## src/lifo_stack_unit_defines.svh

```systemverilog
// ----------------------------------------------------------------------------
// LIFO stack unit assertion macros
// Concurrent checks on clk, disabled while rst is high.
// ----------------------------------------------------------------------------
`ifndef LIFO_STACK_UNIT_DEFINES_SVH
`define LIFO_STACK_UNIT_DEFINES_SVH

// same-cycle implication
`define LSU_ASSERT_IMPL(name, ante, cons) \
  name: assert property (@(posedge clk) disable iff (rst) (ante) |-> (cons)) \
    else $error("lifo_stack_unit check failed");

// next-cycle implication
`define LSU_ASSERT_NEXT(name, ante, cons) \
  name: assert property (@(posedge clk) disable iff (rst) (ante) |=> (cons)) \
    else $error("lifo_stack_unit check failed");

`endif

```

## src/lsu_pkg.sv

```systemverilog
// ----------------------------------------------------------------------------
// LIFO stack unit package
// Shared widths, command and status codes, and sequencer states.
// ----------------------------------------------------------------------------
`default_nettype none

package lsu_pkg;

  localparam int DATA_W        = 32;
  localparam int CMD_W         = 3;
  localparam int STAT_W        = 2;
  localparam int DEFAULT_DEPTH = 32;

  typedef enum logic [CMD_W-1:0] {
    CMD_PUSH = 3'd0,
    CMD_PALL = 3'd1,
    CMD_PEEK = 3'd2,
    CMD_POP  = 3'd3,
    CMD_SWAP = 3'd4
  } cmd_t;

  typedef enum logic [STAT_W-1:0] {
    ST_OK    = 2'd0,
    ST_EMPTY = 2'd1,
    ST_SHORT = 2'd2,
    ST_FULL  = 2'd3
  } status_t;

  typedef enum logic [2:0] {
    S_IDLE,
    S_RD,
    S_OUT,
    S_SW_RD1,
    S_SW_RD2,
    S_SW_WR1,
    S_SW_WR2
  } state_t;

endpackage

`default_nettype wire

```

## src/lifo_stack_unit.sv

```systemverilog
// ----------------------------------------------------------------------------
// LIFO stack unit
// Data stack with push, print-all, peek, pop and swap under a small sequencer.
// Push, pop and any error leave the sequencer idle; only an error gives a beat,
// in the cycle after start. Peek: S_RD, S_OUT, result beat follows. Print-all:
// S_RD, S_OUT per entry. Swap: two reads, two writes, on the single read port.
// Reset (rst, synchronous) empties the stack and idles the sequencer.
// ----------------------------------------------------------------------------
`default_nettype none

`include "lifo_stack_unit_defines.svh"

module lifo_stack_unit #(
  parameter int DEPTH = lsu_pkg::DEFAULT_DEPTH
) (
  input  wire logic                         clk,
  input  wire logic                         rst,
  input  wire logic                         start,
  output logic                              busy,
  input  wire logic [lsu_pkg::CMD_W-1:0]    cmd,
  input  wire logic [lsu_pkg::DATA_W-1:0]   push_value,
  output logic                              valid,
  output logic      [lsu_pkg::DATA_W-1:0]   out_value,
  output logic      [lsu_pkg::STAT_W-1:0]   status,
  output logic                              last
);
  import lsu_pkg::*;

  localparam int IDX_W = $clog2(DEPTH);
  localparam int CNT_W = $clog2(DEPTH + 1);

  state_t             state, state_next;
  logic [CNT_W-1:0]   count, count_next;
  logic [IDX_W-1:0]   ptr, ptr_next;
  logic [IDX_W-1:0]   ptr_dec;
  cmd_t               cmd_q, cmd_q_next;
  logic [DATA_W-1:0]  tmp, tmp_next;
  logic               valid_next;
  logic [DATA_W-1:0]  out_value_next;
  status_t            status_next;
  logic               last_next;

  logic               we;
  logic [IDX_W-1:0]   waddr;
  logic [DATA_W-1:0]  wdata;
  logic [IDX_W-1:0]   raddr;
  logic [DATA_W-1:0]  rdata;

  logic               pop_take;

  lsu_ram #(.DEPTH(DEPTH)) u_ram (
    .clk   (clk),
    .we    (we),
    .waddr (waddr),
    .wdata (wdata),
    .raddr (raddr),
    .rdata (rdata)
  );

  assign ptr_dec  = ptr - 1'b1;
  assign busy     = (state != S_IDLE);
  assign pop_take = start && !busy && (cmd == CMD_POP) && (count != '0);

  always_ff @(posedge clk) begin
    if (rst) begin
      state <= S_IDLE;
      count <= '0;
      valid <= 1'b0;
    end else begin
      state <= state_next;
      count <= count_next;
      valid <= valid_next;
    end
    ptr       <= ptr_next;
    cmd_q     <= cmd_q_next;
    tmp       <= tmp_next;
    out_value <= out_value_next;
    status    <= status_next;
    last      <= last_next;
  end

  always_comb begin
    state_next     = state;
    count_next     = count;
    ptr_next       = ptr;
    cmd_q_next     = cmd_q;
    tmp_next       = tmp;
    valid_next     = 1'b0;
    out_value_next = '0;
    status_next    = ST_OK;
    last_next      = 1'b1;
    we             = 1'b0;
    waddr          = ptr;
    wdata          = push_value;
    raddr          = ptr;

    unique case (state)
      S_IDLE: begin
        if (start) begin
          cmd_q_next = cmd_t'(cmd);
          ptr_next   = IDX_W'(count - 1'b1);
          unique case (cmd_t'(cmd))
            CMD_PUSH: begin
              if (count == CNT_W'(DEPTH)) begin
                valid_next  = 1'b1;
                status_next = ST_FULL;
              end else begin
                we         = 1'b1;
                waddr      = IDX_W'(count);
                count_next = count + 1'b1;
              end
            end
            CMD_PALL: begin
              if (count != '0) begin
                state_next = S_RD;
              end
            end
            CMD_PEEK: begin
              if (count == '0) begin
                valid_next  = 1'b1;
                status_next = ST_EMPTY;
              end else begin
                state_next = S_RD;
              end
            end
            CMD_POP: begin
              if (count == '0) begin
                valid_next  = 1'b1;
                status_next = ST_EMPTY;
              end else begin
                count_next = count - 1'b1;
              end
            end
            CMD_SWAP: begin
              if (count < CNT_W'(2)) begin
                valid_next  = 1'b1;
                status_next = ST_SHORT;
              end else begin
                state_next = S_SW_RD1;
              end
            end
            default: begin
            end
          endcase
        end
      end
      S_RD: begin
        state_next = S_OUT;
      end
      S_OUT: begin
        valid_next     = 1'b1;
        out_value_next = rdata;
        last_next      = (ptr == '0) || (cmd_q == CMD_PEEK);
        if (last_next) begin
          state_next = S_IDLE;
        end else begin
          ptr_next   = ptr_dec;
          state_next = S_RD;
        end
      end
      S_SW_RD1: begin
        state_next = S_SW_RD2;
      end
      S_SW_RD2: begin
        raddr      = ptr_dec;
        tmp_next   = rdata;
        state_next = S_SW_WR1;
      end
      S_SW_WR1: begin
        we         = 1'b1;
        wdata      = rdata;
        state_next = S_SW_WR2;
      end
      S_SW_WR2: begin
        we         = 1'b1;
        waddr      = ptr_dec;
        wdata      = tmp;
        state_next = S_IDLE;
      end
      default: begin
        state_next = S_IDLE;
      end
    endcase
  end

  `LSU_ASSERT_IMPL(a_count_bound, 1'b1, count <= CNT_W'(DEPTH))
  `LSU_ASSERT_IMPL(a_err_zero, valid && (status != ST_OK), (out_value == '0) && last)
  `LSU_ASSERT_NEXT(a_pop_drops, pop_take, count == $past(count) - 1'b1)
  `LSU_ASSERT_IMPL(a_busy_no_write_past, busy && (count == '0), state == S_IDLE)

endmodule

`default_nettype wire

```

## src/lsu_ram.sv

```systemverilog
// ----------------------------------------------------------------------------
// LIFO stack unit storage
// One write port and one registered read port over the stack entries.
// ----------------------------------------------------------------------------
`default_nettype none

module lsu_ram #(
  parameter int DEPTH = lsu_pkg::DEFAULT_DEPTH
) (
  input  wire logic                        clk,
  input  wire logic                        we,
  input  wire logic [$clog2(DEPTH)-1:0]    waddr,
  input  wire logic [lsu_pkg::DATA_W-1:0]  wdata,
  input  wire logic [$clog2(DEPTH)-1:0]    raddr,
  output logic      [lsu_pkg::DATA_W-1:0]  rdata
);
  import lsu_pkg::*;

  logic [DATA_W-1:0] mem [DEPTH];

  always_ff @(posedge clk) begin
    if (we) begin
      mem[waddr] <= wdata;
    end
    rdata <= mem[raddr];
  end

endmodule

`default_nettype wire
```

## config.mk

```make
export PLATFORM = sky130hd
export DESIGN_NAME = lifo_stack_unit
export DESIGN_NICKNAME = d
export VERILOG_FILES = /design/src/lsu_pkg.sv /design/src/lifo_stack_unit.sv /design/src/lsu_ram.sv
export VERILOG_INCLUDE_DIRS = /design/src /design/src/src
export SDC_FILE = /design/constraint.sdc
export NUM_CORES = 1
export LEC_CHECK = 0
export BUFFER_PORTS_ARGS = -buffer_cell sky130_fd_sc_hd__buf_2
export CAP_MARGIN = 25
export CORE_AREA = 2 2 359 361
export CTS_CLUSTER_DIAMETER = 60
export DETAILED_ROUTE_END_ITERATION = 8
export DIE_AREA = 0 0 361 363
export GPL_TIMING_DRIVEN = 0
export PLACE_DENSITY = 0.54
export SLEW_MARGIN = 40
export SYNTH_ARGS = -nofsm -noshare
export SYNTH_HDL_FRONTEND = slang
export SYNTH_HIERARCHICAL = 1
export SYNTH_SLANG_ARGS = --single-unit
```

## constraint.sdc

```tcl
create_clock -name clk -period 5.65 [get_ports clk]
set_input_delay 0.565 -clock clk [delete_from_list [all_inputs] [get_ports clk]]
set_output_delay 0.565 -clock clk [all_outputs]
set_load 0.005 [all_outputs]
```

==> results of run 1 <==
==> logic make-up after synthesis <==
kind of cell,count (synthesis),share of synthesized area
AND/OR/NAND/NOR,446,0.0475
buffers and inverters,160,0.0207
AO/OA/AOI/OAI,352,0.0557
flip-flops,1141,0.755
adder cells (fa/ha/maj),4,0.00113
XOR/XNOR,11,0.00217
multiplexers,519,0.117
==> per-stage QoR <==
stage                     utilization  instances
after global placement          0.368       4369
after global routing            0.412       4659
after detailed placement        0.382       4440
after CTS                       0.412       4659
final                           0.412       4662
after floorplan                     -       2633
==> power by group through the flow <==
stage	clock network [mW]	logic [mW]	registers, mW
4_1_cts	7.62	0.887	9.35
3_5_place_dp	0	0.885	9.53
5_1_grt	7.95	0.947	9.36
6_report	7.48	0.890	9.35
3_3_place_gp	0	0.844	9.54
2_1_floorplan	0	0.506	9.51
==> area by class of cell <==
type                    count  area [um2]
diodes                      3        7.51
fillers                 11200       74700
inverters                   7        38.8
well taps                1662        2080
repair buffers            145        1790
multi-input cells        1332       10300
flip-flops and latches   1141       33500
plain buffers             153         885
clock inverters            65         528
clock buffers             154        3210
==> worst max path at each step <==
stage / endpoint / cells past startpoint
after detailed placement: u_ram/rdata[8] / 12
after floorplan: u_ram/mem[20][0] / 8
after CTS: u_ram/rdata[8] / 12
final: u_ram/rdata[7] / 12
after global placement: u_ram/rdata[8] / 11
after global routing: u_ram/rdata[7] / 12
==> placed cells by master (no fill, tap or decap), drive strengths merged, types with 4 or more instances in the layout <==
| cell | instances |
|---|---|
| nor3 | 40 |
| mux2 | 4 |
| and2 | 35 |
| ha | 4 |
| nor2b | 9 |
| xnor2 | 7 |
| bufinv | 8 |
| buf | 233 |
| nor2 | 53 |
| mux2i | 515 |
| clkinvlp | 4 |
| a22oi | 131 |
| inv | 10 |
| nand3 | 102 |
| edfxtp | 1064 |
| a21oi | 108 |
| nor3b | 4 |
| dfxtp | 77 |
| xor2 | 4 |
| nand2 | 172 |
| a31oi | 32 |
| a22o | 64 |
| nand3b | 8 |
| clkinv | 50 |
| clkbuf | 219 |
==> layer usage <==
metal | track usage | wire [um] | vias up
met1 | 0.239 | 51200 | 12700
met4 | 0.0432 | 2500 | 2
met3 | 0.0302 | 7270 | 178
li1 | - | - | 10800
met2 | 0.293 | 56700 | 805
met5 | 0 | 13 | -
==> sequential cells by signal (all words and copies together) (netlist names) <==
signal and count:
ptr 5, cmd_q 3, last 1, status 2, valid 1, tmp 32, u_ram/mem 1024, out_value 32
count 6, state 3, u_ram/rdata 32
==> results.txt, run 1 <==
----------------------------------------------------
[Yosys]
  Top cells by area in the synthesized netlist ... edfxtp_1 72%, mux2i_1 12%, dfxtp_1 3.5%
  Avg Cell Area, Syn ... 16.8 um2
  Leading cell types by count after synthesis ... 1,064 x edfxtp_1, 515 x mux2i_1, 172 x nand2_1
  Most numerous cell in the Yosys netlist ... edfxtp_1
  Top-area cell type share of the netlist area ... 0.721
  Total nets after synthesis ... 2,675
  Yosys cell types ... 56
  Total standard cell area after synthesis ... 44,300 um2
  Post-synth ARST share ... 0
  Total of flip-flops plus latches after synthesis ... 1,141
  Biggest area consumer among synthesized cells ... edfxtp_1
  Portion of the post-synthesis area used by sequential elements ... 0.755
  Synthesized instance count ... 2,633
  Top flip-flop cell by instance count after synthesis ... edfxtp_1
  Number of enable-type register cells in the synthesized netlist ... 1,064
  Count of warnings emitted by yosys ... 6

[Placed design]
  Buffers added on ports ... 74
  DP Worst Slack ... 995 ps
  Sum of net half-perimeters after detailed placement ... 80,400 um
  Routability congestion estimate from global placement ... 0.833
  Area post-placement ... 48,500 um2

[Route]
  Mean routed wirelength per cell ... 25.2 um
  Number of detailed-routing iterations run before antenna repair ... 5
  Routed vias/inst ... 5.25
  Via total after detailed routing ... 24,500
  Detailed router's first-iteration violation count ... 2,462
  Remaining number of nets flagged by the antenna check after routing ... 0
  Residual DRC ... 0
  Final wirelength ... 118,000 um

[Power]
  Portion of total power attributed to sequential cells ... 0.528
  Clock power share ... 0.422
  Peak supply drop ... 0.221 mV
  Share of total power consumed by net switching ... 0.215
  Switching power total ... 3.82 mW
  Final Power ... 17.7 mW
  Internal power summed over all cells ... 13.9 mW
  Portion of total power attributed to combinational logic ... 0.050
  Power per cell area ... 339 nW/um2
  Standby leakage power ... 20.0 nW

[Timing]
  Crit share post-route ... 0.849
  Minimum hold slack ... 75.9 ps
  Slew headroom ... 0.323
  Worst-margin pin slew ... 1010 ps
  Total count of max-transition violations in the final report ... 0
  Number of setup violations in the final report ... 0
  Maximum operating frequency ... 209 MHz
  Setup repair after global routing missed its margin ... false
  Hold violation total from the final report ... 0
  Minimum clock period after layout ... 4790 ps
  Worst Skew ... 21.1 ps
  Total Negative Setup Slacks ... 0 ps
  Setup slack after layout ... 856 ps

[Global routing]
  Overall Global Routing Usage ... 0.176
  First-pass GRT wire length ... 168,000 um
  Number of antenna violations at the first check in global routing ... 3
  Maximum number of pins on one net before global-route repair ... 33
  Number of global-route vias before repair ... 24,300
  Remaining Overflow, GRT ... 0

[Setup path]
  Biggest cell delay along the critical path ... 790 ps
  Worst-case reg-to-reg path depth ... 12
  Crit-path cells ... clkbuf_1 > nor3b_4 > buf_6 > nand2_1 > nor3_1 > xor2_1 > or2_2 > clkbuf_1 > clkbuf_1 > nor3_1 > a31oi_1 > nand3_1
  Beginning of the worst register-to-register path ... state[1]
  Kind of end point of the critical path ... flop
  CP top delay family ... simple AND/OR/NAND/NOR gates
  Category of the critical setup timing path ... flop to flop
  Launching element type of the critical path ... flop
  Crit path buffers/inverters ... 4
  Slowest cell on the critical path ... a31oi_1
  Worst reg2reg path endpoint ... u_ram/rdata[7]
  Required time reported for the critical path endpoint ... 6100 ps
  Arrival time at the worst endpoint ... 5240 ps
  Register-to-Register Setup Slack ... 860 ps
  Setup crit start ... state[1]
  Critical Path Fanout Max ... 10
  Most repeated library cell on the critical path ... clkbuf_1

[CTS]
  TritonCTS Sinks ... 1,141
  CTS hold repair buffers ... 0
  Buffers from clock root to sink, at most ... 3
  Clock-pin slew on the worst setup and hold paths ... 60 ps
  Buffers inserted by post-CTS timing repair ... 0
  CTS HTree Levels ... 3
  Clock root cell ... clkbuf_16
  Skew-Pair Late Insertion Delay ... 680 ps
  CTS resizes ... 0
  Clock tree from TritonCTS ... yes
  CTS buffer count ... 119

[Cells and area]
  Final design area excluding fillers ... 52,300 um2
  Synthesis-to-finish area growth ... 18.0%
  # nets final ... 2,941
  Share of post-route cells with drive strength above 1 ... 0.163

[Worst hold path]
  Worst hold path depth ... 1
  Worst min-delay path endpoint ... cmd_q[1]
  Min-Delay Path Class ... primary input to flop
  Worst Hold Launch ... cmd[1]

[Flow run]
  Max_cap viols ... 0

[Floorplanning]
  Initial core utilization ... 0.349
  Number of rows in the core area ... 131
  Die width ... 361 um
  Die height ... 363 um
  Ports ... 75
  Die outline area ... 131,000 um2
  Area of the core ... 127,000 um2

[Outcome]
  Outcome ... finished, final reports clean

----------------------------------------------------
Power figures use the tool's default switching activity.
==> inputs of run 2 (changes only) <==
- ABC_AREA: default -> 1
- CORE_AREA: 2 2 359 361 -> 2 2 367 369
- DIE_AREA: 0 0 361 363 -> 0 0 369 371
- PLACE_DENSITY: 0.54 -> 0.56
- clock period: 5.65 -> 4.2 ns (I/O delays scaled with it)
==> results.txt, run 2 <==
----------------------------------------------------
[Outcome]
  Outcome ... finished, final reports clean (unchanged)

[Global routing]
  Maximum number of pins on one net before global-route repair ... 18 (was 33)
  Number of antenna violations at the first check in global routing ... 2 (was 3)
  Overall Global Routing Usage ... 0.213 (was 0.176)
  Number of global-route vias before repair ... 30,700 (was 24,300)
  First-pass GRT wire length ... 211,000 um (was 168,000 um)
  Remaining Overflow, GRT ... 0 (unchanged)

[CTS]
  Clock tree from TritonCTS ... yes (unchanged)
  Buffers inserted by post-CTS timing repair ... 0 (unchanged)
  CTS buffer count ... 120 (was 119)
  Clock-pin slew on the worst setup and hold paths ... 60 ps (about the same)
  TritonCTS Sinks ... 1,141 (unchanged)
  CTS HTree Levels ... 3 (unchanged)
  Buffers from clock root to sink, at most ... 3 (unchanged)
  CTS hold repair buffers ... 4 (was 0)
  CTS resizes ... 0 (unchanged)
  Skew-Pair Late Insertion Delay ... 720 ps (was 680 ps)
  Clock root cell ... clkbuf_16 (unchanged)

[Worst hold path]
  Min-Delay Path Class ... primary input to flop (unchanged)
  Worst min-delay path endpoint ... u_ram/mem[1][27] (was cmd_q[1])
  Worst Hold Launch ... push_value[27] (was cmd[1])
  Worst hold path depth ... 3 (was 1)

[Route]
  Via total after detailed routing ... 32,300 (was 24,500)
  Number of detailed-routing iterations run before antenna repair ... 6 (was 5)
  Routed vias/inst ... 5.13 (was 5.25)
  Detailed router's first-iteration violation count ... 3,858 (was 2,462)
  Residual DRC ... 0 (unchanged)
  Final wirelength ... 148,000 um (was 118,000 um)
  Mean routed wirelength per cell ... 23.5 um (was 25.2 um)
  Remaining number of nets flagged by the antenna check after routing ... 0 (unchanged)

[Floorplanning]
  Number of rows in the core area ... 134 (was 131)
  Ports ... 75 (unchanged)
  Area of the core ... 133,000 um2 (was 127,000 um2)
  Die width ... 369 um (was 361 um)
  Initial core utilization ... 0.348 (was 0.349)
  Die outline area ... 137,000 um2 (was 131,000 um2)
  Die height ... 371 um (was 363 um)

[Power]
  Power per cell area ... 455 nW/um2 (was 339 nW/um2)
  Standby leakage power ... 20.8 nW (was 20.0 nW)
  Peak supply drop ... 0.335 mV (was 0.221 mV)

[Setup path]
  Register-to-Register Setup Slack ... 550 ps (was 860 ps)
  Critical Path Fanout Max ... 16 (was 10)
  Beginning of the worst register-to-register path ... count[0] (was state[1])
  Worst-case reg-to-reg path depth ... 9 (was 12)
  Worst reg2reg path endpoint ... u_ram/mem[6][15] (was u_ram/rdata[7])
  Required time reported for the critical path endpoint ... 4600 ps (was 6100 ps)
  Category of the critical setup timing path ... flop to flop (unchanged)
  Kind of end point of the critical path ... flop (unchanged)
  Arrival time at the worst endpoint ... 4050 ps (was 5240 ps)
  Launching element type of the critical path ... flop (unchanged)

[Yosys]
  Total standard cell area after synthesis ... 46,300 um2 (was 44,300 um2)
  Synthesized instance count ... 3,995 (was 2,633)
  Yosys cell types ... 31 (was 56)
  Number of enable-type register cells in the synthesized netlist ... 1,064 (unchanged)
  Total of flip-flops plus latches after synthesis ... 1,141 (unchanged)
  Biggest area consumer among synthesized cells ... edfxtp_1 (unchanged)
  Post-synth ARST share ... 0 (unchanged)
  Leading cell types by count after synthesis ... 1,580 x nand2_1, 1,064 x edfxtp_1, 797 x nand3_1 (was 1,064 x edfxtp_1, 515 x mux2i_1, 172 x nand2_1)
  Count of warnings emitted by yosys ... 6 (unchanged)
  Top flip-flop cell by instance count after synthesis ... edfxtp_1 (unchanged)
  Top cells by area in the synthesized netlist ... edfxtp_1 69%, nand2_1 13%, nand3_1 8.6% (was edfxtp_1 72%, mux2i_1 12%, dfxtp_1 3.5%)
  Most numerous cell in the Yosys netlist ... nand2_1 (was edfxtp_1)
  Portion of the post-synthesis area used by sequential elements ... 0.724 (was 0.755)
  Avg Cell Area, Syn ... 11.6 um2 (was 16.8 um2)
  Total nets after synthesis ... 4,037 (was 2,675)
  Top-area cell type share of the netlist area ... 0.691 (was 0.721)

[Placed design]
  Sum of net half-perimeters after detailed placement ... 107,000 um (was 80,400 um)
  Area post-placement ... 51,400 um2 (was 48,500 um2)
  Buffers added on ports ... 74 (unchanged)
  DP Worst Slack ... 595 ps (was 995 ps)
  Routability congestion estimate from global placement ... 0.910 (was 0.833)

[Cells and area]
  Synthesis-to-finish area growth ... 19.5% (was 18.0%)
  Footprint of the flip-flops and latches ... 33,500 um2 (unchanged)
  Number of flip-flops under the largest register name ... 1,024 (unchanged)
  # nets final ... 4,470 (was 2,941)
  Commonest cells after routing, fill and taps aside ... 1,580 x nand2_1, 1,064 x edfxtp_1, 793 x nand3_1 (was 1,064 x edfxtp_1, 515 x mux2i_1, 140 x nand2_1)
  Number of fill cells ... 12,500 (was 11,200)
  Most common cell after layout, fill and taps aside ... nand2_1 (was edfxtp_1)
  Final design area excluding fillers ... 55,300 um2 (was 52,300 um2)
  Share of the core filled with cells ... 0.416 (was 0.412)
  Share of post-route cells with drive strength above 1 ... 0.161 (was 0.163)
  Area taken by multi-input logic gates ... 11,200 um2 (was 10,300 um2)
  Register with the highest flop count ... u_ram/mem (unchanged)

[Timing]
  Setup slack after layout ... 553 ps (was 856 ps)
  Worst Skew ... 31.7 ps (was 21.1 ps)
  Maximum operating frequency ... 274 MHz (was 209 MHz)
  Hold violation total from the final report ... 0 (unchanged)
  Slew headroom ... 0.401 (was 0.323)
  Worst-margin pin slew ... 899 ps (was 1010 ps)
  Total count of max-transition violations in the final report ... 0 (unchanged)
  Minimum hold slack ... 116 ps (was 75.9 ps)
  Setup repair after global routing missed its margin ... false (unchanged)
  Number of setup violations in the final report ... 0 (unchanged)
  Minimum clock period after layout ... 3650 ps (was 4790 ps)
  Crit share post-route ... 0.868 (was 0.849)

[Flow run]
  Max_cap viols ... 0 (unchanged)

----------------------------------------------------
run 2: changes by cell type after synthesis, moves of 50 or more:
cell / before / now
a21oi_1: 108 / 8
a22o_1: 64 / 0
a22oi_1: 130 / 0
buf_2: 31 / 90
buf_6: 17 / 67
inv_1: 6 / 62
mux2i_1: 515 / 0
nand2_1: 172 / 1580
nand3_1: 102 / 797
run 2: where the power goes:
group          leakage [nW]  internal (mW)  total [mW]  switching (mW)
combinational          8.68          0.616        2.35            1.73
sequential             10.2           12.5        12.6          0.0640
clock                  1.88           5.75        10.2            4.43
total                  20.8           18.9        25.1            6.23
run 2: cell type report:
type,instances,share of cell area
flip-flops and latches,1141,0.606
multi-input cells,2552,0.202
clock buffers,158,0.0588
repair buffers,311,0.0497
well taps,1768,0.0400
plain buffers,234,0.0294
clock inverters,69,0.00949
inverters,68,0.00475
diodes,2,0.0000906
run 2: worst max path at each step:
stage / from / to / cells past startpoint
after floorplan: count[0] / u_ram/mem[16][0] / 11
after global placement: count[0] / u_ram/mem[31][7] / 7
after detailed placement: count[0] / u_ram/mem[6][12] / 9
after CTS: count[0] / u_ram/mem[6][15] / 9
after global routing: count[0] / u_ram/mem[4][16] / 9
final: count[0] / u_ram/mem[6][15] / 9
run 2: logic make-up after synthesis:
logic type               after synthesis  synth area share
adder cells (fa/ha/maj)                4           0.00108
flip-flops                          1141             0.724
AND/OR/NAND/NOR                     2475             0.224
XOR/XNOR                               9           0.00170
multiplexers                           1          0.000243
buffers and inverters                302            0.0407
AO/OA/AOI/OAI                         63           0.00874
run 2: stage by stage:
stage	cells	power, mW	setup TNS (ps)
final	6303	25.1	0
after global routing	6301	25.9	0
after CTS	6301	25.2	0
after detailed placement	6070	15.1	0
after global placement	5837	15.0	-1485340
after floorplan	3995	14.1	0
run 2: per-layer routing:
metal / vias to the layer above / wire (um) / global-route usage
li1: 14700 / - / -
met5: - / 119 / 0.00629
met1: 15700 / 62700 / 0.298
met3: 258 / 14900 / 0.0452
met2: 1668 / 65000 / 0.325
met4: 2 / 5640 / 0.0817
run 2: worst max-delay path, cell delays in order (launching register included):
cell	delay [ps]
dfxtp_1	480
inv_1	210
ha_1	290
nand4_1	110
nand2_1	120
o21ai_0	630
nand3_2	550
nor2_4	530
buf_8	230
buf_16	170
